`config.mk`:
```
export PLATFORM = sky130hd
export DESIGN_NAME = obstacle_stop_motor_controller
export DESIGN_NICKNAME = d
export VERILOG_FILES = /design/src/rtl/osmc_pkg.sv /design/src/rtl/osmc_datapath.sv /design/src/rtl/osmc_ctrl.sv /design/src/rtl/obstacle_stop_motor_controller.sv
export SDC_FILE = /design/constraint.sdc
export NUM_CORES = 1
export LEC_CHECK = 0
export BUFFER_PORTS_ARGS = -buffer_cell sky130_fd_sc_hd__buf_2
export CORE_AREA = 4 4 295 152
export CTS_BUF_LIST = sky130_fd_sc_hd__clkbuf_2
export DETAILED_ROUTE_END_ITERATION = 10
export DIE_AREA = 0 0 299 156
export HOLD_SLACK_MARGIN = 0.02
export PLACE_DENSITY = 0.48
export SLEW_MARGIN = 20
export SYNTH_ARGS = -nofsm -noshare
export SYNTH_HDL_FRONTEND = slang
export SYNTH_SLANG_ARGS = --single-unit
```
`constraint.sdc`:
```
create_clock -name clock -period 14.1 [get_ports clock]
set_clock_uncertainty 0.1 [all_clocks]
set_input_delay 1.41 -clock clock [delete_from_list [all_inputs] [get_ports clock]]
set_output_delay 1.41 -clock clock [all_outputs]
set_load 0.03 [all_outputs]
```
`src/rtl/osmc_pkg.sv`:
```
// Shared types and constants of the obstacle-stop motor controller.
package osmc_pkg;

   // Field widths fixed by the item and register layout.
   localparam int ECHO_W     = 15;
   localparam int POT_W      = 10;
   localparam int DUTY_W     = 8;
   localparam int ANGLE_W    = 7;
   localparam int TONE_W     = 2;
   localparam int EVENT_W    = 3;
   localparam int DIR_W      = 2;
   localparam int CSR_IDX_W  = 2;
   localparam int CSR_DATA_W = 15;
   localparam int COUNT_W    = 6;

   // Most result items one input item may cause.
   localparam logic [COUNT_W-1:0] MAX_RESULTS = 6'd52;

   // Full-scale potentiometer reading.
   localparam logic [POT_W:0] POT_FULL = 11'd1023;

   // Register indexes on the configuration port.
   localparam logic [CSR_IDX_W-1:0] CSR_NEAR_ECHO  = 2'd0;
   localparam logic [CSR_IDX_W-1:0] CSR_MIN_ECHO   = 2'd1;
   localparam logic [CSR_IDX_W-1:0] CSR_SIDE_SPEED = 2'd2;
   localparam logic [CSR_IDX_W-1:0] CSR_RAMP_STEP  = 2'd3;

   // Register reset values (2 cm and 40 cm as echo widths in microseconds).
   localparam logic [ECHO_W-1:0] NEAR_ECHO_RESET  = 15'd2352;
   localparam logic [ECHO_W-1:0] MIN_ECHO_RESET   = 15'd118;
   localparam logic [DUTY_W-1:0] SIDE_SPEED_RESET = 8'd100;
   localparam logic [DUTY_W-1:0] RAMP_STEP_RESET  = 8'd5;

   // Buzzer codes.
   localparam logic [TONE_W-1:0] TONE_NONE     = 2'd0;
   localparam logic [TONE_W-1:0] TONE_OBSTACLE = 2'd1;
   localparam logic [TONE_W-1:0] TONE_CLEARED  = 2'd2;

   // Event codes.
   localparam logic [EVENT_W-1:0] EV_ON      = 3'd1;
   localparam logic [EVENT_W-1:0] EV_OFF     = 3'd2;
   localparam logic [EVENT_W-1:0] EV_FRONT   = 3'd3;
   localparam logic [EVENT_W-1:0] EV_SIDE    = 3'd4;
   localparam logic [EVENT_W-1:0] EV_CLEARED = 3'd5;
   localparam logic [EVENT_W-1:0] EV_SPEED   = 3'd6;

   // Servo angles in degrees.
   localparam logic [ANGLE_W-1:0] SERVO_PARK  = 7'd0;
   localparam logic [ANGLE_W-1:0] SERVO_SIDE  = 7'd45;
   localparam logic [ANGLE_W-1:0] SERVO_FRONT = 7'd90;

   // Direction pins: bit 0 forward, bit 1 reverse.
   localparam logic [DIR_W-1:0] DIR_STOP    = 2'b00;
   localparam logic [DIR_W-1:0] DIR_FORWARD = 2'b01;

   // Datapath operations issued by the controller.
   typedef enum logic [2:0] {
      OP_NONE,
      OP_LOAD,
      OP_EVAL,
      OP_PLAN,
      OP_TOGGLE,
      OP_RAMP,
      OP_CLEAR,
      OP_SPEED
   } op_type;

   // Controller states.
   typedef enum logic [2:0] {
      ST_IDLE,
      ST_EVAL,
      ST_PLAN,
      ST_TOGGLE,
      ST_RAMP,
      ST_CLEAR,
      ST_SPEED
   } state_type;

   // Status reported by the datapath to the controller.
   typedef struct packed {
      logic toggled;
      logic new_obstacle;
      logic cleared;
      logic speed_set;
      logic ramp_more;
      logic out_free;
   } status_type;

endpackage

```
`src/rtl/osmc_datapath.sv`:
```
// Datapath: registers, obstacle detection, speed scaling, ramp and result register.
module osmc_datapath (
   input  logic                                   clock,
   input  logic                                   reset,
   input  osmc_pkg::op_type                       op,
   output osmc_pkg::status_type                   status,
   input  logic                                   req_button_level,
   input  logic [osmc_pkg::ECHO_W-1:0]            req_echo_front,
   input  logic [osmc_pkg::ECHO_W-1:0]            req_echo_side_a,
   input  logic [osmc_pkg::ECHO_W-1:0]            req_echo_side_b,
   input  logic [osmc_pkg::POT_W-1:0]             req_pot_level,
   input  logic                                   csr_write,
   input  logic [osmc_pkg::CSR_IDX_W-1:0]         csr_index,
   input  logic [osmc_pkg::CSR_DATA_W-1:0]        csr_wdata,
   output logic                                   rsp_valid,
   input  logic                                   rsp_ready,
   output logic [osmc_pkg::DUTY_W-1:0]            rsp_pwm_duty,
   output logic                                   rsp_drive_forward,
   output logic                                   rsp_drive_reverse,
   output logic [osmc_pkg::ANGLE_W-1:0]           rsp_servo_angle,
   output logic [osmc_pkg::TONE_W-1:0]            rsp_tone_code,
   output logic [osmc_pkg::EVENT_W-1:0]           rsp_event_code,
   output logic                                   rsp_enabled,
   output logic                                   rsp_last
);

   // Configuration registers.
   logic [osmc_pkg::ECHO_W-1:0] near_echo_ff, near_echo_in;
   logic [osmc_pkg::ECHO_W-1:0] min_echo_ff, min_echo_in;
   logic [osmc_pkg::DUTY_W-1:0] side_speed_ff, side_speed_in;
   logic [osmc_pkg::DUTY_W-1:0] ramp_step_ff, ramp_step_in;

   // Controller state of the block.
   logic                        sys_en_ff, sys_en_in;
   logic                        prev_button_ff, prev_button_in;
   logic                        prev_obs_ff, prev_obs_in;
   logic                        lock_ff, lock_in;
   logic [osmc_pkg::DUTY_W-1:0] speed_mem_ff, speed_mem_in;
   logic [osmc_pkg::DUTY_W-1:0] pwm_ff, pwm_in;
   logic [osmc_pkg::DIR_W-1:0]  dir_ff, dir_in;
   logic [osmc_pkg::ANGLE_W-1:0] servo_ff, servo_in;

   // Latched input item.
   logic                        btn_ff, btn_in;
   logic [osmc_pkg::ECHO_W-1:0] echo_f_ff, echo_f_in;
   logic [osmc_pkg::ECHO_W-1:0] echo_a_ff, echo_a_in;
   logic [osmc_pkg::ECHO_W-1:0] echo_b_ff, echo_b_in;
   logic [osmc_pkg::POT_W-1:0]  pot_ff, pot_in;

   // Per-item decisions.
   logic                        toggled_ff, toggled_in;
   logic                        front_ff, front_in;
   logic                        side_ff, side_in;
   logic [osmc_pkg::DUTY_W-1:0] speed_ff, speed_in;
   logic                        new_obs_ff, new_obs_in;
   logic                        cleared_ff, cleared_in;
   logic                        speed_set_ff, speed_set_in;
   logic                        ramp_first_ff, ramp_first_in;
   logic [osmc_pkg::DUTY_W-1:0] ramp_s_ff, ramp_s_in;
   logic [osmc_pkg::DUTY_W-1:0] ramp_t_ff, ramp_t_in;
   logic [osmc_pkg::COUNT_W-1:0] count_ff, count_in;

   // Result register.
   logic                          out_valid_ff, out_valid_in;
   logic [osmc_pkg::DUTY_W-1:0]   out_pwm_ff, out_pwm_in;
   logic [osmc_pkg::DIR_W-1:0]    out_dir_ff, out_dir_in;
   logic [osmc_pkg::ANGLE_W-1:0]  out_servo_ff, out_servo_in;
   logic [osmc_pkg::TONE_W-1:0]   out_tone_ff, out_tone_in;
   logic [osmc_pkg::EVENT_W-1:0]  out_event_ff, out_event_in;
   logic                          out_en_ff, out_en_in;
   logic                          out_last_ff, out_last_in;

   // Combinational helpers.
   logic                          falling;
   logic                          obstacle;
   logic                          out_free;
   logic                          emit;
   logic [osmc_pkg::DUTY_W-1:0]   step_eff;
   logic                          ramp_write;
   logic                          ramp_more;
   logic [osmc_pkg::DUTY_W:0]     ramp_limit;
   logic [osmc_pkg::POT_W+7:0]    pot_x;
   logic [osmc_pkg::DUTY_W-1:0]   quot0;
   logic [osmc_pkg::POT_W:0]      rem0;
   logic [osmc_pkg::DUTY_W-1:0]   speed_q;

   // An echo counts as an obstacle when it lies between the two limits.
   function automatic logic echo_hit(input logic [osmc_pkg::ECHO_W-1:0] echo,
                                     input logic [osmc_pkg::ECHO_W-1:0] lo,
                                     input logic [osmc_pkg::ECHO_W-1:0] hi);
      echo_hit = (echo >= lo) && (echo <= hi);
   endfunction

   // Configuration writes.
   always_comb begin
      near_echo_in  = near_echo_ff;
      min_echo_in   = min_echo_ff;
      side_speed_in = side_speed_ff;
      ramp_step_in  = ramp_step_ff;
      if (csr_write) begin
         unique case (csr_index)
            osmc_pkg::CSR_NEAR_ECHO:  near_echo_in  = csr_wdata;
            osmc_pkg::CSR_MIN_ECHO:   min_echo_in   = csr_wdata;
            osmc_pkg::CSR_SIDE_SPEED: side_speed_in = csr_wdata[osmc_pkg::DUTY_W-1:0];
            osmc_pkg::CSR_RAMP_STEP:  ramp_step_in  = csr_wdata[osmc_pkg::DUTY_W-1:0];
            default: ;
         endcase
      end
   end

   // Speed = pot * 255 / 1023: the quotient by 1024 is low by at most one.
   always_comb begin
      pot_x   = {pot_ff, 8'b0} - {8'b0, pot_ff};
      quot0   = pot_x[osmc_pkg::POT_W+7:osmc_pkg::POT_W];
      rem0    = {1'b0, pot_x[osmc_pkg::POT_W-1:0]} + {3'b0, quot0};
      speed_q = (rem0 >= osmc_pkg::POT_FULL) ? quot0 + 8'd1 : quot0;
   end

   // Ramp bookkeeping: a further write exists while the next value stays at or
   // above the target and the result limit is not reached.
   always_comb begin
      falling    = !btn_ff && prev_button_ff;
      obstacle   = front_ff || side_ff;
      step_eff   = (ramp_step_ff == '0) ? 8'd1 : ramp_step_ff;
      ramp_write = ramp_s_ff >= ramp_t_ff;
      ramp_limit = {1'b0, ramp_t_ff} + {1'b0, step_eff};
      ramp_more  = ramp_write && ({1'b0, ramp_s_ff} >= ramp_limit) &&
                   (count_ff < osmc_pkg::MAX_RESULTS - 6'd1);
      out_free   = !out_valid_ff || rsp_ready;
   end

   // Operation decode: next state of the block and the result item.
   always_comb begin
      sys_en_in      = sys_en_ff;
      prev_button_in = prev_button_ff;
      prev_obs_in    = prev_obs_ff;
      lock_in        = lock_ff;
      speed_mem_in   = speed_mem_ff;
      pwm_in         = pwm_ff;
      dir_in         = dir_ff;
      servo_in       = servo_ff;
      btn_in         = btn_ff;
      echo_f_in      = echo_f_ff;
      echo_a_in      = echo_a_ff;
      echo_b_in      = echo_b_ff;
      pot_in         = pot_ff;
      toggled_in     = toggled_ff;
      front_in       = front_ff;
      side_in        = side_ff;
      speed_in       = speed_ff;
      new_obs_in     = new_obs_ff;
      cleared_in     = cleared_ff;
      speed_set_in   = speed_set_ff;
      ramp_first_in  = ramp_first_ff;
      ramp_s_in      = ramp_s_ff;
      ramp_t_in      = ramp_t_ff;
      count_in       = count_ff;
      emit           = 1'b0;
      out_tone_in    = osmc_pkg::TONE_NONE;
      out_event_in   = osmc_pkg::EV_ON;
      out_last_in    = 1'b1;

      unique case (op)
         osmc_pkg::OP_NONE: ;
         osmc_pkg::OP_LOAD: begin
            btn_in    = req_button_level;
            echo_f_in = req_echo_front;
            echo_a_in = req_echo_side_a;
            echo_b_in = req_echo_side_b;
            pot_in    = req_pot_level;
            count_in  = '0;
         end
         osmc_pkg::OP_EVAL: begin
            // Button edge, sensor checks and speed scaling.
            prev_button_in = btn_ff;
            toggled_in     = falling;
            sys_en_in      = sys_en_ff ^ falling;
            if (falling && sys_en_ff) begin
               servo_in    = osmc_pkg::SERVO_PARK;
               dir_in      = osmc_pkg::DIR_STOP;
               pwm_in      = '0;
               lock_in     = 1'b0;
               prev_obs_in = 1'b0;
            end
            front_in = echo_hit(echo_f_ff, min_echo_ff, near_echo_ff);
            side_in  = echo_hit(echo_a_ff, min_echo_ff, near_echo_ff) ||
                       echo_hit(echo_b_ff, min_echo_ff, near_echo_ff);
            speed_in = speed_q;
         end
         osmc_pkg::OP_PLAN: begin
            // Choose the actions for this item; the lock is free once cleared.
            new_obs_in   = sys_en_ff && obstacle && !prev_obs_ff;
            cleared_in   = sys_en_ff && !obstacle && prev_obs_ff;
            speed_set_in = sys_en_ff && !obstacle && (prev_obs_ff || !lock_ff) &&
                           ((speed_ff == '0) || (speed_ff != speed_mem_ff));
            if (sys_en_ff) begin
               prev_obs_in = obstacle;
            end
            ramp_first_in = 1'b1;
            ramp_s_in     = speed_mem_ff;
            ramp_t_in     = front_ff ? '0 : side_speed_ff;
         end
         osmc_pkg::OP_TOGGLE: begin
            emit         = 1'b1;
            out_event_in = sys_en_ff ? osmc_pkg::EV_ON : osmc_pkg::EV_OFF;
            out_last_in  = !(new_obs_ff || cleared_ff || speed_set_ff);
         end
         osmc_pkg::OP_RAMP: begin
            // One ramp item; the first one locks the motor and turns the servo.
            emit = 1'b1;
            if (ramp_first_ff) begin
               lock_in  = 1'b1;
               servo_in = front_ff ? osmc_pkg::SERVO_FRONT : osmc_pkg::SERVO_SIDE;
            end
            if (ramp_write) begin
               pwm_in = ramp_s_ff;
            end
            out_tone_in   = ramp_first_ff ? osmc_pkg::TONE_OBSTACLE : osmc_pkg::TONE_NONE;
            out_event_in  = front_ff ? osmc_pkg::EV_FRONT : osmc_pkg::EV_SIDE;
            out_last_in   = !ramp_more;
            ramp_s_in     = ramp_s_ff - step_eff;
            ramp_first_in = 1'b0;
            if (!ramp_more) begin
               speed_mem_in = ramp_t_ff;
            end
         end
         osmc_pkg::OP_CLEAR: begin
            emit         = 1'b1;
            lock_in      = 1'b0;
            servo_in     = osmc_pkg::SERVO_PARK;
            out_tone_in  = osmc_pkg::TONE_CLEARED;
            out_event_in = osmc_pkg::EV_CLEARED;
            out_last_in  = !speed_set_ff;
         end
         osmc_pkg::OP_SPEED: begin
            emit         = 1'b1;
            out_event_in = osmc_pkg::EV_SPEED;
            if (speed_ff == '0) begin
               dir_in = osmc_pkg::DIR_STOP;
               pwm_in = '0;
            end else begin
               dir_in       = osmc_pkg::DIR_FORWARD;
               pwm_in       = speed_ff;
               speed_mem_in = speed_ff;
            end
         end
         default: ;
      endcase

      // The result item shows the state after its own update.
      out_pwm_in   = pwm_in;
      out_dir_in   = dir_in;
      out_servo_in = servo_in;
      out_en_in    = sys_en_in;
      if (emit) begin
         count_in     = count_ff + 6'd1;
         out_valid_in = 1'b1;
      end else if (rsp_ready) begin
         out_valid_in = 1'b0;
      end else begin
         out_valid_in = out_valid_ff;
      end
   end

   // Control and configuration registers.
   always_ff @(posedge clock) begin
      if (reset) begin
         near_echo_ff   <= osmc_pkg::NEAR_ECHO_RESET;
         min_echo_ff    <= osmc_pkg::MIN_ECHO_RESET;
         side_speed_ff  <= osmc_pkg::SIDE_SPEED_RESET;
         ramp_step_ff   <= osmc_pkg::RAMP_STEP_RESET;
         sys_en_ff      <= 1'b0;
         prev_button_ff <= 1'b0;
         prev_obs_ff    <= 1'b0;
         lock_ff        <= 1'b0;
         speed_mem_ff   <= '0;
         pwm_ff         <= '0;
         dir_ff         <= osmc_pkg::DIR_STOP;
         servo_ff       <= osmc_pkg::SERVO_PARK;
         toggled_ff     <= 1'b0;
         new_obs_ff     <= 1'b0;
         cleared_ff     <= 1'b0;
         speed_set_ff   <= 1'b0;
         ramp_first_ff  <= 1'b0;
         count_ff       <= '0;
         out_valid_ff   <= 1'b0;
      end else begin
         near_echo_ff   <= near_echo_in;
         min_echo_ff    <= min_echo_in;
         side_speed_ff  <= side_speed_in;
         ramp_step_ff   <= ramp_step_in;
         sys_en_ff      <= sys_en_in;
         prev_button_ff <= prev_button_in;
         prev_obs_ff    <= prev_obs_in;
         lock_ff        <= lock_in;
         speed_mem_ff   <= speed_mem_in;
         pwm_ff         <= pwm_in;
         dir_ff         <= dir_in;
         servo_ff       <= servo_in;
         toggled_ff     <= toggled_in;
         new_obs_ff     <= new_obs_in;
         cleared_ff     <= cleared_in;
         speed_set_ff   <= speed_set_in;
         ramp_first_ff  <= ramp_first_in;
         count_ff       <= count_in;
         out_valid_ff   <= out_valid_in;
      end
   end

   // Payload registers.
   always_ff @(posedge clock) begin
      btn_ff    <= btn_in;
      echo_f_ff <= echo_f_in;
      echo_a_ff <= echo_a_in;
      echo_b_ff <= echo_b_in;
      pot_ff    <= pot_in;
      front_ff  <= front_in;
      side_ff   <= side_in;
      speed_ff  <= speed_in;
      ramp_s_ff <= ramp_s_in;
      ramp_t_ff <= ramp_t_in;
      if (emit) begin
         out_pwm_ff   <= out_pwm_in;
         out_dir_ff   <= out_dir_in;
         out_servo_ff <= out_servo_in;
         out_tone_ff  <= out_tone_in;
         out_event_ff <= out_event_in;
         out_en_ff    <= out_en_in;
         out_last_ff  <= out_last_in;
      end
   end

   // Status and result ports.
   assign status.toggled      = toggled_ff;
   assign status.new_obstacle = new_obs_ff;
   assign status.cleared      = cleared_ff;
   assign status.speed_set    = speed_set_ff;
   assign status.ramp_more    = ramp_more;
   assign status.out_free     = out_free;

   assign rsp_valid         = out_valid_ff;
   assign rsp_pwm_duty      = out_pwm_ff;
   assign rsp_drive_forward = out_dir_ff[0];
   assign rsp_drive_reverse = out_dir_ff[1];
   assign rsp_servo_angle   = out_servo_ff;
   assign rsp_tone_code     = out_tone_ff;
   assign rsp_event_code    = out_event_ff;
   assign rsp_enabled       = out_en_ff;
   assign rsp_last          = out_last_ff;

endmodule

```
`src/rtl/osmc_ctrl.sv`:
```
// Controller: sequences one item through evaluation and its result items.
module osmc_ctrl (
   input  logic                  clock,
   input  logic                  reset,
   input  logic                  req_valid,
   output logic                  req_ready,
   input  osmc_pkg::status_type  status,
   output osmc_pkg::op_type      op
);

   osmc_pkg::state_type state_ff, state_in;
   osmc_pkg::state_type after_toggle;

   // State register.
   always_ff @(posedge clock) begin
      if (reset) begin
         state_ff <= osmc_pkg::ST_IDLE;
      end else begin
         state_ff <= state_in;
      end
   end

   // Next state and datapath operation.
   always_comb begin
      state_in  = state_ff;
      op        = osmc_pkg::OP_NONE;
      req_ready = 1'b0;

      // First action after the on/off item.
      priority if (status.new_obstacle) begin
         after_toggle = osmc_pkg::ST_RAMP;
      end else if (status.cleared) begin
         after_toggle = osmc_pkg::ST_CLEAR;
      end else if (status.speed_set) begin
         after_toggle = osmc_pkg::ST_SPEED;
      end else begin
         after_toggle = osmc_pkg::ST_IDLE;
      end

      unique case (state_ff)
         osmc_pkg::ST_IDLE: begin
            req_ready = 1'b1;
            if (req_valid) begin
               op       = osmc_pkg::OP_LOAD;
               state_in = osmc_pkg::ST_EVAL;
            end
         end
         osmc_pkg::ST_EVAL: begin
            op       = osmc_pkg::OP_EVAL;
            state_in = osmc_pkg::ST_PLAN;
         end
         osmc_pkg::ST_PLAN: begin
            op       = osmc_pkg::OP_PLAN;
            state_in = osmc_pkg::ST_TOGGLE;
         end
         osmc_pkg::ST_TOGGLE: begin
            if (!status.toggled) begin
               state_in = after_toggle;
            end else if (status.out_free) begin
               op       = osmc_pkg::OP_TOGGLE;
               state_in = after_toggle;
            end
         end
         osmc_pkg::ST_RAMP: begin
            if (status.out_free) begin
               op = osmc_pkg::OP_RAMP;
               if (!status.ramp_more) begin
                  state_in = osmc_pkg::ST_IDLE;
               end
            end
         end
         osmc_pkg::ST_CLEAR: begin
            if (status.out_free) begin
               op       = osmc_pkg::OP_CLEAR;
               state_in = status.speed_set ? osmc_pkg::ST_SPEED : osmc_pkg::ST_IDLE;
            end
         end
         osmc_pkg::ST_SPEED: begin
            if (status.out_free) begin
               op       = osmc_pkg::OP_SPEED;
               state_in = osmc_pkg::ST_IDLE;
            end
         end
         default: begin
            state_in = osmc_pkg::ST_IDLE;
         end
      endcase
   end

endmodule

```
`src/rtl/obstacle_stop_motor_controller.sv`:
```
// Top level of the obstacle-stop motor controller.
//
// Usage: each req_ item is one control-loop sample (button level, three echo
// widths, potentiometer reading). The block answers with zero to 52 rsp_
// items; rsp_last marks the final item of a sample. Registers are written on
// the csr_ channel (index 0 near echo limit, 1 minimum echo, 2 side speed,
// 3 ramp step), which is always ready; write them only while the block idles.
// Each sample is taken, evaluated in the EVAL state and sorted in PLAN;
// the on/off item, if any, and then the other result items follow. The ramp
// sequencer, one drive step per cycle while the output register is free,
// gives the longest run of result items.
// The next sample is taken once the last result of the current one is in the
// output register; req_ready is high only while the controller idles.
// A stalled receiver holds the output register, and the sequencer waits.
// Reset (synchronous, active high) restores the register defaults, turns the
// block off, parks the servo and stops the motor.
module obstacle_stop_motor_controller (
   input  logic                                   clock,
   input  logic                                   reset,
   input  logic                                   req_valid,
   output logic                                   req_ready,
   input  logic                                   req_button_level,
   input  logic [osmc_pkg::ECHO_W-1:0]            req_echo_front,
   input  logic [osmc_pkg::ECHO_W-1:0]            req_echo_side_a,
   input  logic [osmc_pkg::ECHO_W-1:0]            req_echo_side_b,
   input  logic [osmc_pkg::POT_W-1:0]             req_pot_level,
   output logic                                   rsp_valid,
   input  logic                                   rsp_ready,
   output logic [osmc_pkg::DUTY_W-1:0]            rsp_pwm_duty,
   output logic                                   rsp_drive_forward,
   output logic                                   rsp_drive_reverse,
   output logic [osmc_pkg::ANGLE_W-1:0]           rsp_servo_angle,
   output logic [osmc_pkg::TONE_W-1:0]            rsp_tone_code,
   output logic [osmc_pkg::EVENT_W-1:0]           rsp_event_code,
   output logic                                   rsp_enabled,
   output logic                                   rsp_last,
   input  logic                                   csr_valid,
   output logic                                   csr_ready,
   input  logic [osmc_pkg::CSR_IDX_W-1:0]         csr_index,
   input  logic [osmc_pkg::CSR_DATA_W-1:0]        csr_wdata
);

   osmc_pkg::op_type     ctrl_op;
   osmc_pkg::status_type dp_status;

   // Register writes are taken in any cycle.
   assign csr_ready = 1'b1;

   // Sequencer.
   osmc_ctrl u_ctrl (
      .clock     (clock),
      .reset     (reset),
      .req_valid (req_valid),
      .req_ready (req_ready),
      .status    (dp_status),
      .op        (ctrl_op)
   );

   // Datapath and result register.
   osmc_datapath u_datapath (
      .clock             (clock),
      .reset             (reset),
      .op                (ctrl_op),
      .status            (dp_status),
      .req_button_level  (req_button_level),
      .req_echo_front    (req_echo_front),
      .req_echo_side_a   (req_echo_side_a),
      .req_echo_side_b   (req_echo_side_b),
      .req_pot_level     (req_pot_level),
      .csr_write         (csr_valid && csr_ready),
      .csr_index         (csr_index),
      .csr_wdata         (csr_wdata),
      .rsp_valid         (rsp_valid),
      .rsp_ready         (rsp_ready),
      .rsp_pwm_duty      (rsp_pwm_duty),
      .rsp_drive_forward (rsp_drive_forward),
      .rsp_drive_reverse (rsp_drive_reverse),
      .rsp_servo_angle   (rsp_servo_angle),
      .rsp_tone_code     (rsp_tone_code),
      .rsp_event_code    (rsp_event_code),
      .rsp_enabled       (rsp_enabled),
      .rsp_last          (rsp_last)
   );

`ifndef SYNTHESIS
   // An accepted item is evaluated in the very next cycle.
   a_accept_then_eval: assert property (@(posedge clock) disable iff (reset)
      (req_valid && req_ready) |=> (ctrl_op == osmc_pkg::OP_EVAL))
      else $error("accepted item not evaluated in the next cycle");

   // A result item is only produced when the output register can take it.
   a_emit_needs_room: assert property (@(posedge clock) disable iff (reset)
      (ctrl_op == osmc_pkg::OP_TOGGLE || ctrl_op == osmc_pkg::OP_RAMP ||
       ctrl_op == osmc_pkg::OP_CLEAR || ctrl_op == osmc_pkg::OP_SPEED)
      |-> dp_status.out_free)
      else $error("result item produced while the output register is full");

   // The final ramp item ends the ramp.
   a_ramp_ends: assert property (@(posedge clock) disable iff (reset)
      (ctrl_op == osmc_pkg::OP_RAMP && !dp_status.ramp_more)
      |=> (ctrl_op != osmc_pkg::OP_RAMP))
      else $error("ramp continued after its final item");
`endif

endmodule
```
==> flow_summary.yaml <==
grt:
  largest_net_degree_at_the_start_of_global_routing: 64
  antenna_found_initial: 1
  first_global_vias: 8125
  grt_first_pass_wirelength_um: 43600
  grt.overflow.total: 0
  grt_util_all_layers: 0.118
timing:
  tightestPinTransition_ns: 0.962
  unrepaired_setup_endpoints_after_global_routing: "no"
  timing.setup.tns_ns: 0
  hold_viol: 0
  setup_viol: 0
  max_clock_freq_mhz: 204
  max_slew_margin: 0.358
  finalWorstSetupSlack_ns: 9.21
  final.period_utilization: 0.347
  slew_violations: 0
  final.min_clock_period_ns: 4.89
worst_setup_path:
  worstSetupEndpointType: "flop"
  critical_path_peak_fanout: 7
  critical_path_class: "reg -> reg"
  crit_arrival_ns: 5.44
  timing.critical_path.required_ns: 14.65
  worstRegToRegCells: 13
  startpoint_type: "flop"
  reg2reg_to: "u_datapath.speed_ff[3]$_DFFE_PP_"
  r2r-start: "u_datapath.pot_ff[1]$_DFFE_PP_"
  ff2ff_setup_slack_ns: 9.21
detailed_routing:
  final_antenna_net_count: 0
  total_via_count_after_detailed_routing: 8195
  detail_route.wirelength_um: 27500
  drtIter0Drc: 487
  route.detailed.vias_per_inst: 4.62
  drc: 0
  routed_wire_length_per_instance_um: 15.5
  drt_pre_antenna_iters: 8
die:
  placement_rows: 53
  boundaryPins: 105
  core_area_um2: 41900
  initial_core_utilization: 0.261
  die_w_um: 299
  dieHeight_um: 156
  overall_die_area_um2: 46600
clock_network:
  max-clock-path-buffers: 2
  numCtsBuffers: 17
  clk_pin_slew_worst_paths_ns: 0.30
  tritoncts_clock_tree: "yes"
  post-cts-setup-buffers: 0
  cts-resized-gates: 0
  clock_sinks: 196
  clock_tree.root_cell: "sky130_fd_sc_hd__clkbuf_2"
  cts_max_level: 4
  cts_hold_buf: 0
  insertion_delay_ns: 0.84
power:
  power.density_cell_area_nw_per_um2: 96.0
  total_power_mw: 1.19
  power.ir.vdd_worst_uv: 49.3
  power_leakage_nw: 5.03
outcome:
  run_status: "finished clean"
synthesis:
  yosysWarningCount: 0
  synthFlopType: "sky130_fd_sc_hd__edfxtp_1"
  mappedNetlistArea_um2: 10900
  synthDistinctLibCells: 75
  post_synthesis_net_count: 1312
  synth_enable_flop_cells: 106
  syn-instance-count: 1096
  synth_largest_type_area_fraction: 0.291
  yosysTopAreaCell: "sky130_fd_sc_hd__edfxtp_1"
  ys_ff_latch: 196
  synth_area_leaders: "sky130_fd_sc_hd__edfxtp_1 (29%), sky130_fd_sc_hd__dfxtp_1 (16%), sky130_fd_sc_hd__ha_1 (15%)"
  avgSynthCellArea_um2: 9.98
  async_set_or_reset_register_ratio_after_synthesis: 0
  yosysSeqAreaShare: 0.456
placement:
  dp_slack_ns: 9.24
  post-dp-hpwl_um: 21300
  routability_congestion_estimate: 0.820
  number_of_input_and_output_port_buffers_inserted: 103
hold_path:
  destination_of_the_worst_hold_path: "u_datapath.side_speed_ff[4]$_SDFFE_PP0P_"
  hold_path_depth: 2
  hold_path_startpoint: "u_datapath.side_speed_ff[4]$_SDFFE_PP0P_"
  worstHoldPathType: "reg -> reg"
finish:
  area_growth_pct: 12.9
  post_route_cells_drive_above_1_share: 0.132
  final_net_count: 1399
  fillers: 4446
job:
  timing.max_cap.violations: 0
## worst max path at each step
| stage | from | depth (start not counted) | slack (ns) | to |
|---|---|---|---|---|
| final | u_datapath.pot_ff[1]$_DFFE_PP_ | 13 | 9.21 | u_datapath.speed_ff[3]$_DFFE_PP_ |
| after global routing | u_datapath.pot_ff[1]$_DFFE_PP_ | 13 | 8.98 | u_datapath.speed_ff[3]$_DFFE_PP_ |
| after CTS | u_datapath.pot_ff[1]$_DFFE_PP_ | 13 | 9.20 | u_datapath.speed_ff[3]$_DFFE_PP_ |
| after detailed placement | u_datapath.pot_ff[1]$_DFFE_PP_ | 13 | 9.24 | u_datapath.speed_ff[3]$_DFFE_PP_ |
| after global placement | u_datapath.pot_ff[1]$_DFFE_PP_ | 13 | 9.28 | u_datapath.speed_ff[3]$_DFFE_PP_ |
| after floorplan | u_datapath.pot_ff[1]$_DFFE_PP_ | 13 | 9.62 | u_datapath.speed_ff[3]$_DFFE_PP_ |
## worst max-delay path, stage by stage, from the launching register on
cell and delay [ns]:
sky130_fd_sc_hd__edfxtp_1 0.50, sky130_fd_sc_hd__ha_1 0.36, sky130_fd_sc_hd__a21o_1 0.20, sky130_fd_sc_hd__or2_1 0.27, sky130_fd_sc_hd__a31o_2 0.23, sky130_fd_sc_hd__o21ai_0 0.65
sky130_fd_sc_hd__ha_1 0.36, sky130_fd_sc_hd__a21o_1 0.16, sky130_fd_sc_hd__a21oi_1 0.16, sky130_fd_sc_hd__xor2_1 0.09, sky130_fd_sc_hd__or4_1 0.54, sky130_fd_sc_hd__maj3_2 0.39
sky130_fd_sc_hd__or4b_4 0.57, sky130_fd_sc_hd__xnor2_2 0.14
## Yosys cell counts, types with 3 or more instances
cell type / n
sky130_fd_sc_hd__a211o_1: 5
sky130_fd_sc_hd__a211oi_1: 8
sky130_fd_sc_hd__a21o_1: 26
sky130_fd_sc_hd__a21oi_1: 90
sky130_fd_sc_hd__a221o_1: 11
sky130_fd_sc_hd__a221oi_1: 5
sky130_fd_sc_hd__a222oi_1: 6
sky130_fd_sc_hd__a31oi_1: 6
sky130_fd_sc_hd__and2_1: 10
sky130_fd_sc_hd__and3_1: 7
sky130_fd_sc_hd__clkbuf_1: 35
sky130_fd_sc_hd__dfxtp_1: 90
sky130_fd_sc_hd__edfxtp_1: 106
sky130_fd_sc_hd__fa_1: 3
sky130_fd_sc_hd__ha_1: 135
sky130_fd_sc_hd__inv_1: 73
sky130_fd_sc_hd__mux2_2: 3
sky130_fd_sc_hd__nand2_1: 139
sky130_fd_sc_hd__nand2b_1: 14
sky130_fd_sc_hd__nand3_1: 31
sky130_fd_sc_hd__nand3b_1: 4
sky130_fd_sc_hd__nand4_1: 14
sky130_fd_sc_hd__nor2_1: 63
sky130_fd_sc_hd__nor2b_1: 22
sky130_fd_sc_hd__nor3_1: 18
sky130_fd_sc_hd__nor3b_1: 7
sky130_fd_sc_hd__nor4_1: 4
sky130_fd_sc_hd__o211a_1: 7
sky130_fd_sc_hd__o211ai_1: 14
sky130_fd_sc_hd__o21a_1: 3
sky130_fd_sc_hd__o21ai_0: 39
sky130_fd_sc_hd__o21ai_1: 3
sky130_fd_sc_hd__or3_1: 4
sky130_fd_sc_hd__or4_1: 4
sky130_fd_sc_hd__xnor2_1: 23
sky130_fd_sc_hd__xor2_1: 19
## report_power, final
part | internal, mW | leakage, nW | switching (mW)
clock | 0.0867 | 0.144 | 0.211
sequential | 0.638 | 1.73 | 0.0295
combinational | 0.0920 | 3.15 | 0.129
total | 0.816 | 5.03 | 0.369
## stage by stage
stage                      util  cells  area [µm²]  hold WS [ns]
after CTS                 0.294   1772       12300         0.377
after floorplan               -   1096       10900         0.332
after detailed placement  0.288   1740       12100         0.349
after global routing      0.295   1774       12300         0.395
final                     0.295   1774       12300         0.376
after global placement    0.288   1740       12100         0.344
## placed cells by master (no fill, tap or decap), types with 7 or more instances in the layout
| master | instances |
|---|---|
| sky130_fd_sc_hd__nand2_1 | 139 |
| sky130_fd_sc_hd__ha_1 | 135 |
| sky130_fd_sc_hd__edfxtp_1 | 106 |
| sky130_fd_sc_hd__buf_2 | 103 |
| sky130_fd_sc_hd__dfxtp_1 | 90 |
| sky130_fd_sc_hd__a21oi_1 | 89 |
| sky130_fd_sc_hd__inv_1 | 73 |
| sky130_fd_sc_hd__nor2_1 | 62 |
| sky130_fd_sc_hd__o21ai_0 | 39 |
| sky130_fd_sc_hd__nand3_1 | 31 |
| sky130_fd_sc_hd__a21o_1 | 26 |
| sky130_fd_sc_hd__xnor2_1 | 23 |
| sky130_fd_sc_hd__nor2b_1 | 22 |
| sky130_fd_sc_hd__xor2_1 | 19 |
| sky130_fd_sc_hd__nor3_1 | 18 |
| sky130_fd_sc_hd__clkbuf_2 | 17 |
| sky130_fd_sc_hd__nand2b_1 | 14 |
| sky130_fd_sc_hd__nand4_1 | 14 |
| sky130_fd_sc_hd__o211ai_1 | 14 |
| sky130_fd_sc_hd__a221o_1 | 11 |
| sky130_fd_sc_hd__and2_1 | 9 |
| sky130_fd_sc_hd__a211oi_1 | 8 |
| sky130_fd_sc_hd__and3_1 | 7 |
| sky130_fd_sc_hd__o211a_1 | 7 |
## kinds of logic (layout without fill, tap and decap cells)
group | after synthesis | after routing | synth area share
mux | 4 | 4 | 0.00401
flops | 196 | 196 | 0.456
buf+inv | 113 | 213 | 0.0399
fa+ha+maj | 139 | 139 | 0.161
other cells | 1 | 2 | 0.000343
xor+xnor | 43 | 43 | 0.0351
compound gates | 247 | 247 | 0.148
simple gates | 353 | 353 | 0.156
## flip-flops by register name (all words and copies together), names as in the netlist, 10 cells and up
register	cells
u_datapath.echo_a_ff	15
u_datapath.echo_b_ff	15
u_datapath.echo_f_ff	15
u_datapath.min_echo_ff	15
u_datapath.near_echo_ff	15
u_datapath.pot_ff	10
## area by class of cell
cell class	instances	area [µm²]	share of cell area
Antenna cell	1	2.50	0.000203
Clock buffer	17	85.1	0.00689
Clock inverter	15	169	0.0137
Inverter	74	278	0.0225
Multi-Input combinational cell	787	5540	0.449
Sequential cell	196	4980	0.404
Tap cell	577	722	0.0585
Timing Repair Buffer	107	566	0.0458
## per-layer routing
| layer | share of wire | vias up | GRT usage |
|---|---|---|---|
| met1 | 0.50 | 3898 | 0.161 |
| met5 | 0 | - | 0 |
| met3 | 0.033 | 11 | 0.0267 |
| li1 | - | 4142 | - |
| met2 | 0.46 | 144 | 0.193 |
| met4 | 0.0062 | 0 | 0.0210 |
No activity file was read; power rests on OpenSTA's default activity.
